<file path="src/hw/rtl/sevt_pkg.sv">
// Shared types, widths and reset constants for the sensor event trigger.
// Used by every module under hw/rtl; depends on nothing else.
`default_nettype none

package sevt_pkg;

  // Field widths
  localparam int DATA_W    = 16;
  localparam int ELAPSED_W = 8;
  localparam int CLEAR_W   = 3;
  localparam int FLAG_W    = 3;
  localparam int CFG_IDX_W = 3;

  // Stream bus widths (fields packed from bit 0, padded to whole bytes)
  localparam int IN_TDATA_W  = 48;
  localparam int OUT_TDATA_W = 24;

  // Averaging window default
  localparam int AVG_TICKS_DEFAULT = 16;

  // Event flag bit positions, shared by flags and clear mask
  localparam int FLAG_FIRST  = 0;
  localparam int FLAG_LIGHT  = 1;
  localparam int FLAG_SECOND = 2;

  // Register indexes on the configuration port
  localparam logic [CFG_IDX_W-1:0] REG_LIGHT_THRESHOLD    = 3'd0;
  localparam logic [CFG_IDX_W-1:0] REG_PROX_FIRST_LEVEL   = 3'd1;
  localparam logic [CFG_IDX_W-1:0] REG_PROX_SECOND_LEVEL  = 3'd2;
  localparam logic [CFG_IDX_W-1:0] REG_LIGHT_COOLDOWN     = 3'd3;
  localparam logic [CFG_IDX_W-1:0] REG_FIRST_COOLDOWN     = 3'd4;
  localparam logic [CFG_IDX_W-1:0] REG_SECOND_COOLDOWN    = 3'd5;

  // Register reset values
  localparam logic [DATA_W-1:0] LIGHT_THRESHOLD_RST   = 16'd1000;
  localparam logic [DATA_W-1:0] PROX_FIRST_LEVEL_RST  = 16'd2000;
  localparam logic [DATA_W-1:0] PROX_SECOND_LEVEL_RST = 16'd5000;
  localparam logic [DATA_W-1:0] LIGHT_COOLDOWN_RST    = 16'd2000;
  localparam logic [DATA_W-1:0] FIRST_COOLDOWN_RST    = 16'd2500;
  localparam logic [DATA_W-1:0] SECOND_COOLDOWN_RST   = 16'd10000;

  // Startup hold-off on the light event
  localparam logic [DATA_W-1:0] LIGHT_HOLD_STARTUP = 16'd10000;

  typedef struct packed {
    logic [DATA_W-1:0] light_threshold;
    logic [DATA_W-1:0] proximity_first_level;
    logic [DATA_W-1:0] proximity_second_level;
    logic [DATA_W-1:0] light_cooldown_ms;
    logic [DATA_W-1:0] first_cooldown_ms;
    logic [DATA_W-1:0] second_cooldown_ms;
  } cfg_t;

  typedef struct packed {
    logic [CLEAR_W-1:0]   clear_mask;
    logic [DATA_W-1:0]    proximity_level;
    logic [DATA_W-1:0]    ambient_level;
    logic [ELAPSED_W-1:0] elapsed_ms;
  } item_t;

  typedef struct packed {
    logic [DATA_W-1:0] average_light;
    logic [FLAG_W-1:0] flags;
  } result_t;

  // Hold-off timer step, floors at zero
  function automatic logic [DATA_W-1:0] count_down(input logic [DATA_W-1:0] timer,
                                                   input logic [ELAPSED_W-1:0] step);
    logic [DATA_W-1:0] step_ext;
    step_ext = {{(DATA_W-ELAPSED_W){1'b0}}, step};
    if (timer <= step_ext) begin
      return '0;
    end
    return timer - step_ext;
  endfunction

endpackage

`default_nettype wire

</file>
<file path="src/hw/rtl/sevt_cfg.sv">
// Configuration register bank: six 16-bit thresholds and hold-off reloads.
// Depends on sevt_pkg.
`default_nettype none

module sevt_cfg (
  input  wire logic                            clk,
  input  wire logic                            rst,
  input  wire logic                            cfg_we,
  input  wire logic [sevt_pkg::CFG_IDX_W-1:0]  cfg_index,
  input  wire logic [sevt_pkg::DATA_W-1:0]     cfg_wdata,
  output sevt_pkg::cfg_t                       cfg
);
  import sevt_pkg::*;

  // Indexed write; unknown indexes are dropped
  always_ff @(posedge clk) begin
    if (rst) begin
      cfg.light_threshold        <= LIGHT_THRESHOLD_RST;
      cfg.proximity_first_level  <= PROX_FIRST_LEVEL_RST;
      cfg.proximity_second_level <= PROX_SECOND_LEVEL_RST;
      cfg.light_cooldown_ms      <= LIGHT_COOLDOWN_RST;
      cfg.first_cooldown_ms      <= FIRST_COOLDOWN_RST;
      cfg.second_cooldown_ms     <= SECOND_COOLDOWN_RST;
    end else if (cfg_we) begin
      case (cfg_index)
        REG_LIGHT_THRESHOLD:   cfg.light_threshold        <= cfg_wdata;
        REG_PROX_FIRST_LEVEL:  cfg.proximity_first_level  <= cfg_wdata;
        REG_PROX_SECOND_LEVEL: cfg.proximity_second_level <= cfg_wdata;
        REG_LIGHT_COOLDOWN:    cfg.light_cooldown_ms      <= cfg_wdata;
        REG_FIRST_COOLDOWN:    cfg.first_cooldown_ms      <= cfg_wdata;
        REG_SECOND_COOLDOWN:   cfg.second_cooldown_ms     <= cfg_wdata;
        default: ;
      endcase
    end
  end

endmodule

`default_nettype wire

</file>
<file path="src/hw/rtl/sevt_avg.sv">
// Running light average step: floor((avg*(N-1) + sample) / N).
// Combinational; depends on sevt_pkg.
`default_nettype none

module sevt_avg #(
  parameter int AVERAGE_TICKS = sevt_pkg::AVG_TICKS_DEFAULT
) (
  input  wire logic [sevt_pkg::DATA_W-1:0] avg_cur,
  input  wire logic [sevt_pkg::DATA_W-1:0] sample,
  output logic      [sevt_pkg::DATA_W-1:0] avg_next
);
  import sevt_pkg::*;

  // Rewritten as avg + floor((sample - avg) / N). The difference is lifted
  // by OFFSET (a multiple of N, at least 2^16) so the dividend stays positive,
  // and the division is a multiply by a rounded-up reciprocal, exact for any
  // dividend below 2^XW.
  localparam int    LOG2N    = $clog2(AVERAGE_TICKS);
  localparam int    OFFSET_Q = ((1 << DATA_W) + AVERAGE_TICKS - 1) / AVERAGE_TICKS;
  localparam int    OFFSET   = OFFSET_Q * AVERAGE_TICKS;
  localparam int    XW       = DATA_W + 2;
  localparam int    SHIFT    = XW + LOG2N;
  localparam int    MW       = XW + 1;
  localparam longint RECIP   = ((64'sd1 <<< SHIFT) + AVERAGE_TICKS - 1) / AVERAGE_TICKS;

  logic [XW-1:0]    dividend;
  logic [XW+MW-1:0] product;
  logic [XW-1:0]    quotient;
  logic [XW-1:0]    sum;

  always_comb begin
    dividend = {2'b00, sample} + XW'(OFFSET) - {2'b00, avg_cur};
    product  = {{MW{1'b0}}, dividend} * {{XW{1'b0}}, MW'(RECIP)};
    quotient = XW'(product >> SHIFT);
    sum      = {2'b00, avg_cur} + quotient - XW'(OFFSET_Q);
    avg_next = sum[DATA_W-1:0];
  end

endmodule

`default_nettype wire

</file>
<file path="src/hw/rtl/sevt_trig.sv">
// Event state: light average, three hold-off timers and sticky flags.
// Advances once per item; depends on sevt_pkg and sevt_avg.
`default_nettype none

module sevt_trig #(
  parameter int AVERAGE_TICKS = sevt_pkg::AVG_TICKS_DEFAULT
) (
  input  wire logic           clk,
  input  wire logic           rst,
  input  wire logic           step,
  input  wire sevt_pkg::item_t item,
  input  wire sevt_pkg::cfg_t  cfg,
  output sevt_pkg::result_t   result
);
  import sevt_pkg::*;

  logic [DATA_W-1:0] light_average, light_average_next;
  logic [DATA_W-1:0] light_hold_timer, light_hold_timer_next;
  logic [DATA_W-1:0] first_hold_timer, first_hold_timer_next;
  logic [DATA_W-1:0] second_hold_timer, second_hold_timer_next;
  logic [FLAG_W-1:0] event_flags, event_flags_next;

  logic [DATA_W-1:0] light_dn, first_dn, second_dn;
  logic [FLAG_W-1:0] fire;
  logic [FLAG_W-1:0] flags_now;

  sevt_avg #(
    .AVERAGE_TICKS(AVERAGE_TICKS)
  ) u_avg (
    .avg_cur (light_average),
    .sample  (item.ambient_level),
    .avg_next(light_average_next)
  );

  // Count down, detect, reload
  always_comb begin
    light_dn  = count_down(light_hold_timer,  item.elapsed_ms);
    first_dn  = count_down(first_hold_timer,  item.elapsed_ms);
    second_dn = count_down(second_hold_timer, item.elapsed_ms);

    fire = '0;
    fire[FLAG_LIGHT]  = (light_average_next >= cfg.light_threshold) &&
                        (light_average < cfg.light_threshold) && (light_dn == '0);
    fire[FLAG_FIRST]  = (item.proximity_level > cfg.proximity_first_level) &&
                        (first_dn == '0);
    fire[FLAG_SECOND] = (item.proximity_level > cfg.proximity_second_level) &&
                        (second_dn == '0);

    light_hold_timer_next  = fire[FLAG_LIGHT]  ? cfg.light_cooldown_ms  : light_dn;
    first_hold_timer_next  = fire[FLAG_FIRST]  ? cfg.first_cooldown_ms  : first_dn;
    second_hold_timer_next = fire[FLAG_SECOND] ? cfg.second_cooldown_ms : second_dn;

    // Report before clearing
    flags_now        = event_flags | fire;
    event_flags_next = flags_now & ~item.clear_mask;

    result.flags         = flags_now;
    result.average_light = light_average_next;
  end

  always_ff @(posedge clk) begin
    if (rst) begin
      light_average     <= '0;
      light_hold_timer  <= LIGHT_HOLD_STARTUP;
      first_hold_timer  <= '0;
      second_hold_timer <= '0;
      event_flags       <= '0;
    end else if (step) begin
      light_average     <= light_average_next;
      light_hold_timer  <= light_hold_timer_next;
      first_hold_timer  <= first_hold_timer_next;
      second_hold_timer <= second_hold_timer_next;
      event_flags       <= event_flags_next;
    end
  end

endmodule

`default_nettype wire

</file>
<file path="src/hw/rtl/sensor_event_trigger_with_cooldown_core.sv">
// Top level of the sensor event trigger: stream ports, input and result registers.
// Depends on sevt_pkg, sevt_cfg and sevt_trig.
//
// Each input beat is one sensor tick. The tick sits in an input register,
// then the hold-off timers count down combinationally, the light average steps
// (a multiply by a constant reciprocal), the three event tests run and the
// flags, average and timers are written back; the result lands in an output
// register. Throughput is one beat per clock while the sink takes results,
// since the whole state update, averaging multiplier included, is
// combinational; a full result register that is not draining stalls the input.
// A result is held in the result register until taken. Configuration writes
// take effect at once and must only be made while no tick is in flight.
`default_nettype none

module sensor_event_trigger_with_cooldown_core #(
  parameter int AVERAGE_TICKS = sevt_pkg::AVG_TICKS_DEFAULT
) (
  input  wire logic                               clk,
  input  wire logic                               rst,
  // elapsed_ms[7:0], ambient_level[23:8], proximity_level[39:24], clear_mask[42:40]
  input  wire logic [sevt_pkg::IN_TDATA_W-1:0]    s_axis_tdata,
  input  wire logic                               s_axis_tvalid,
  output logic                                    s_axis_tready,
  // first_proximity_event[0], light_event[1], second_proximity_event[2],
  // average_light[18:3]
  output logic [sevt_pkg::OUT_TDATA_W-1:0]        m_axis_tdata,
  output logic                                    m_axis_tvalid,
  input  wire logic                               m_axis_tready,
  input  wire logic                               cfg_we,
  input  wire logic [sevt_pkg::CFG_IDX_W-1:0]     cfg_index,
  input  wire logic [sevt_pkg::DATA_W-1:0]        cfg_wdata
);
  import sevt_pkg::*;

  cfg_t    cfg;
  item_t   in_item;
  logic    in_valid;
  result_t result;
  result_t out_result;
  logic    advance;

  sevt_cfg u_cfg (
    .clk      (clk),
    .rst      (rst),
    .cfg_we   (cfg_we),
    .cfg_index(cfg_index),
    .cfg_wdata(cfg_wdata),
    .cfg      (cfg)
  );

  sevt_trig #(
    .AVERAGE_TICKS(AVERAGE_TICKS)
  ) u_trig (
    .clk   (clk),
    .rst   (rst),
    .step  (advance),
    .item  (in_item),
    .cfg   (cfg),
    .result(result)
  );

  // Handshake: move the held tick when the result slot is free or draining
  assign advance       = in_valid && (!m_axis_tvalid || m_axis_tready);
  assign s_axis_tready = !in_valid || advance;

  // Input register
  always_ff @(posedge clk) begin
    if (rst) begin
      in_valid <= 1'b0;
    end else if (s_axis_tvalid && s_axis_tready) begin
      in_valid <= 1'b1;
    end else if (advance) begin
      in_valid <= 1'b0;
    end
  end

  always_ff @(posedge clk) begin
    if (s_axis_tvalid && s_axis_tready) begin
      in_item <= item_t'(s_axis_tdata[$bits(item_t)-1:0]);
    end
  end

  // Result register
  always_ff @(posedge clk) begin
    if (rst) begin
      m_axis_tvalid <= 1'b0;
    end else if (advance) begin
      m_axis_tvalid <= 1'b1;
    end else if (m_axis_tready) begin
      m_axis_tvalid <= 1'b0;
    end
  end

  always_ff @(posedge clk) begin
    if (advance) begin
      out_result <= result;
    end
  end

  assign m_axis_tdata = {{(OUT_TDATA_W-$bits(result_t)){1'b0}}, out_result};

  // Checks
  a_ready_when_empty: assert property (@(posedge clk) disable iff (rst)
    !m_axis_tvalid |-> s_axis_tready)
    else $error("input stalled with empty result register");

  a_advance_gives_result: assert property (@(posedge clk) disable iff (rst)
    advance |=> m_axis_tvalid)
    else $error("processed tick produced no result");

  a_held_tick_kept: assert property (@(posedge clk) disable iff (rst)
    (in_valid && !advance) |=> (in_valid && $stable(in_item)))
    else $error("stalled tick lost or changed");

endmodule

`default_nettype wire

</file>
<file path="config.mk">
export PLATFORM = sky130hd
export DESIGN_NAME = sensor_event_trigger_with_cooldown_core
export DESIGN_NICKNAME = d
export VERILOG_FILES = /design/src/hw/rtl/sevt_pkg.sv /design/src/hw/rtl/sevt_cfg.sv /design/src/hw/rtl/sevt_avg.sv /design/src/hw/rtl/sevt_trig.sv /design/src/hw/rtl/sensor_event_trigger_with_cooldown_core.sv
export SDC_FILE = /design/constraint.sdc
export NUM_CORES = 1
export LEC_CHECK = 0
export BUFFER_PORTS_ARGS = -buffer_cell sky130_fd_sc_hd__buf_2
export CAP_MARGIN = 20
export CELL_PAD_IN_SITES_DETAIL_PLACEMENT = 1
export CELL_PAD_IN_SITES_GLOBAL_PLACEMENT = 1
export CORE_MARGIN = 1.5
export CORE_UTILIZATION = 43
export CTS_BUF_LIST = sky130_fd_sc_hd__clkbuf_8
export DETAILED_ROUTE_END_ITERATION = 10
export HOLD_SLACK_MARGIN = 0.15
export PLACE_DENSITY = 0.77
export SLEW_MARGIN = 5
export SYNTH_ARGS = -nofsm -noshare
export SYNTH_HDL_FRONTEND = slang
export SYNTH_SLANG_ARGS = --single-unit
</file>
<file path="constraint.sdc">
create_clock -name clk -period 5.8 [get_ports clk]
set_input_delay 1.16 -clock clk [delete_from_list [all_inputs] [get_ports clk]]
set_output_delay 1.16 -clock clk [all_outputs]
set_load 0.005 [all_outputs]
</file>
==> key figures <==
Run status
  • Status: finished, violations left
  • Violated checks: negative setup slack

Placed design
  • Port Buffer Count: 87
  • Cell Area, Placed: 14100 um^2
  • Gpl congestion: 0.855
  • DP HPWL: 28400 um

Timing
  • Final setup fails: 19
  • Slew @ Worst Pin: 1160 ps
  • Slew HR: 22.2%
  • Fin worst setup slack: -319 ps
  • Final hold violation count: 0
  • Final hold slack: 426 ps
  • RSZ-0062 raised after global routing: yes
  • Skew final: 17.5 ps
  • Final worst path period share: 106%
  • Fin Setup TNS: -4270 ps
  • Final number of max-transition violations: 0
  • Minimum clock period: 6120 ps
  • Fmax: 163 MHz

Global routing
  • Initial antenna violation count: 1
  • Largest net degree at the start of global routing: 63
  • GRT Residual Overflow: 0
  • Vias in the first global route: 12100
  • All-Layer GR Usage: 26.2%
  • First-pass GRT wire length: 64400 um

Critical path
  • Crit path required time: 6270 ps
  • Crit end category: register
  • CP max-delay cell: or4b_4
  • Worst reg2reg path startpoint: in_item[9]$_DFFE_PP_
  • CP Launch Type: register
  • Worst path bufs/invs: 3
  • CP top delay family: compound AO/OA/AOI/OAI gates
  • Critical path class: register to register
  • Crit path DAT: 6590 ps
  • Crit path largest cell delay: 490 ps
  • R2R setup slack: -320 ps
  • CP max FO: 5
  • Worst setup path start: in_item[9]$_DFFE_PP_
  • Crit path top cell by count: ha_1

Clocking
  • CTS Buf Count: 41
  • CTS Sinks: 227
  • Worst-Skew Late Latency: 560 ps
  • H-tree lvl count: 2
  • Deepest clock path buffer count: 3
  • Post-CTS Hold Buffers: 0
  • Clk slew on worst S/H paths: 60 ps
  • TritonCTS clock tree: done
  • CTS root buf: clkbuf_8

Detailed routing
  • # DRC: 0
  • Vias per cell: 5.68
  • Final WL: 41300 um
  • Drt first pass iters: 4
  • Via count: 11800
  • DRT iter0 DRCs: 605
  • WL per Instance: 19.9 um
  • Final ANT Viol Nets: 0

Synth
  • Number of flops mapped to enable cells by yosys: 62
  • Sequential area share after synthesis: 39.9%
  • Synth area leaders: dfxtp_1 26%, edfxtp_1 14%, ha_1 12%
  • Gate Count Post-Synth: 1502
  • Syn avg cell area: 8.61 um^2
  • Primary FF master, synth: dfxtp_1
  • Yosys top cell by area: dfxtp_1
  • Syn. warnings: 0
  • Synth top area share: 25.5%
  • Post-synth ARST share: 0%
  • Synth cell types: 78
  • Synthesized area: 12900 um^2
  • #FFs+latches synth: 227

Pwr
  • Power density cells: 378 nW/um^2
  • Max VDD drop: 0.224 mV
  • Leak Pwr: 6.41 nW
  • Overall power: 0.00578 W

Floorplanning
  • Core area: 29600 um^2
  • Std-Cell Rows: 63
  • Initial core utilization: 43.6%
  • Die W: 176 um
  • Die span in y: 176 um
  • I/O Pins: 98
  • DIE AREA: 31100 um^2

Final layout
  • Final net count: 1861
  • Most common cell after layout, fill and taps aside: nand2_1
  • Fin area: 15300 um^2
  • Share of layout cells above drive strength 1: 16.6%
  • Most frequent cells in the layout: 253 x nand2_1, 164 x dfxtp_1, 146 x a21oi_1, 123 x ha_1, 112 x inv_1
  • Layout area overhead: 18.3%
  • # diodes: 0
  • Core Util, Final: 51.6%

Worst hold path
  • Hold_sp: in_item[40]$_DFFE_PP_
  • Worst hold path type: register to register

Run
  • Max-Cap Viols: 0
power breakdown:
group          total (W)  internal [W]  switching, W
registers        0.00190       0.00180      0.000101
clock network    0.00139      0.000706      0.000680
logic            0.00249       0.00112       0.00137
stage by stage:
| step | cells | worst slack, ps |
|---|---|---|
| after floorplan | 1506 | 3.72 |
| after global placement | 1968 | -316 |
| after detailed placement | 1969 | -527 |
| after CTS | 2062 | -204 |
| after global routing | 2073 | -532 |
| final | 2073 | -319 |
routing by layer:
| layer | wire (um) | global-route usage (%) | vias to the layer above |
|---|---|---|---|
| li1 | - | - | 5677 |
| met1 | 18400 | 33.4 | 5749 |
| met2 | 19600 | 44.0 | 253 |
| met3 | 1640 | 3.75 | 104 |
| met4 | 1610 | 11.5 | 2 |
| met5 | 13 | 0 | - |
registers in the layout, indices dropped and copies added, names as in the netlist:
name	cells
in_valid	1
u_trig.light_average	16
in_item	43
m_axis_tvalid	1
u_trig.second_hold_timer	16
u_trig.event_flags	3
m_axis_tdata	19
u_trig.first_hold_timer	16
u_trig.light_hold_timer	16
u_cfg.cfg	96
cells by family (layout without fill, tap and decap cells):
logic type,Yosys count,count (layout),synth area share (%)
other,1,5,0.0290
and+or+nand+nor,525,525,18.7
AOI/OAI and AO/OA,406,406,19.9
DFF,227,227,39.9
muxes,7,7,0.561
adders and majority gates,133,133,13.1
buffers and inverters,162,339,4.97
xor gates and xnor gates,41,41,2.78
cell type report:
type / count / area [um^2]
clock buffer: 45 / 619
clock inverter: 25 / 98.8
fill: 3608 / 14300
inverter: 94 / 353
multi-input combinational: 1117 / 7420
sequential: 227 / 5170
tap: 390 / 488
timing repair buffer: 175 / 1150
synth_stat cells, types with 13 or more instances:
library cell,number
nand2_1,255
dfxtp_1,165
a21oi_1,149
ha_1,129
inv_1,93
nor2_1,78
o21ai_0,63
edfxtp_1,62
clkbuf_1,60
nand3_1,40
nor3_1,36
xnor2_1,33
a21o_1,29
o211ai_1,29
o21a_1,19
a221oi_1,16
nand2b_1,16
nand4_1,15
o21ai_1,13
or3_1,13
timing repair:
action,in CTS,in global routing
endpoints found under the hold margin,0,0
pin swaps,13,27
gates resized for setup,21,29
buffers inserted,23,9
endpoints found under the setup margin,18,19
gates cloned,0,1
worst register-to-register path: stages (launching register included):
cell and delay (ps):
edfxtp_1 400, ha_4 230, a21o_1 140, a21o_1 190, a32o_2 270, buf_4 150, o21a_1 190, nor2_1 150
xnor2_1 170, ha_1 280, ha_1 240, o31ai_2 460, a211oi_4 150, o31ai_4 280, or4b_4 490, o211ai_1 170
xnor2_1 150, ha_1 380, nand4_1 170, o211ai_1 170, nor4_2 90, buf_4 150, a2111oi_4 420, buf_2 260
a21oi_1 80, a211oi_1 200
worst paths after layout:
check                                                                to  cells past startpoint
worst max-delay path            u_trig.light_hold_timer[0]$_SDFFE_PP0P_                     25
worst min-delay path                 u_trig.event_flags[0]$_SDFFE_PP0P_                      1
worst max register to register  u_trig.light_hold_timer[0]$_SDFFE_PP0P_                     25
worst min register to register       u_trig.event_flags[0]$_SDFFE_PP0P_                      1
Power figures use the tool's default switching activity.
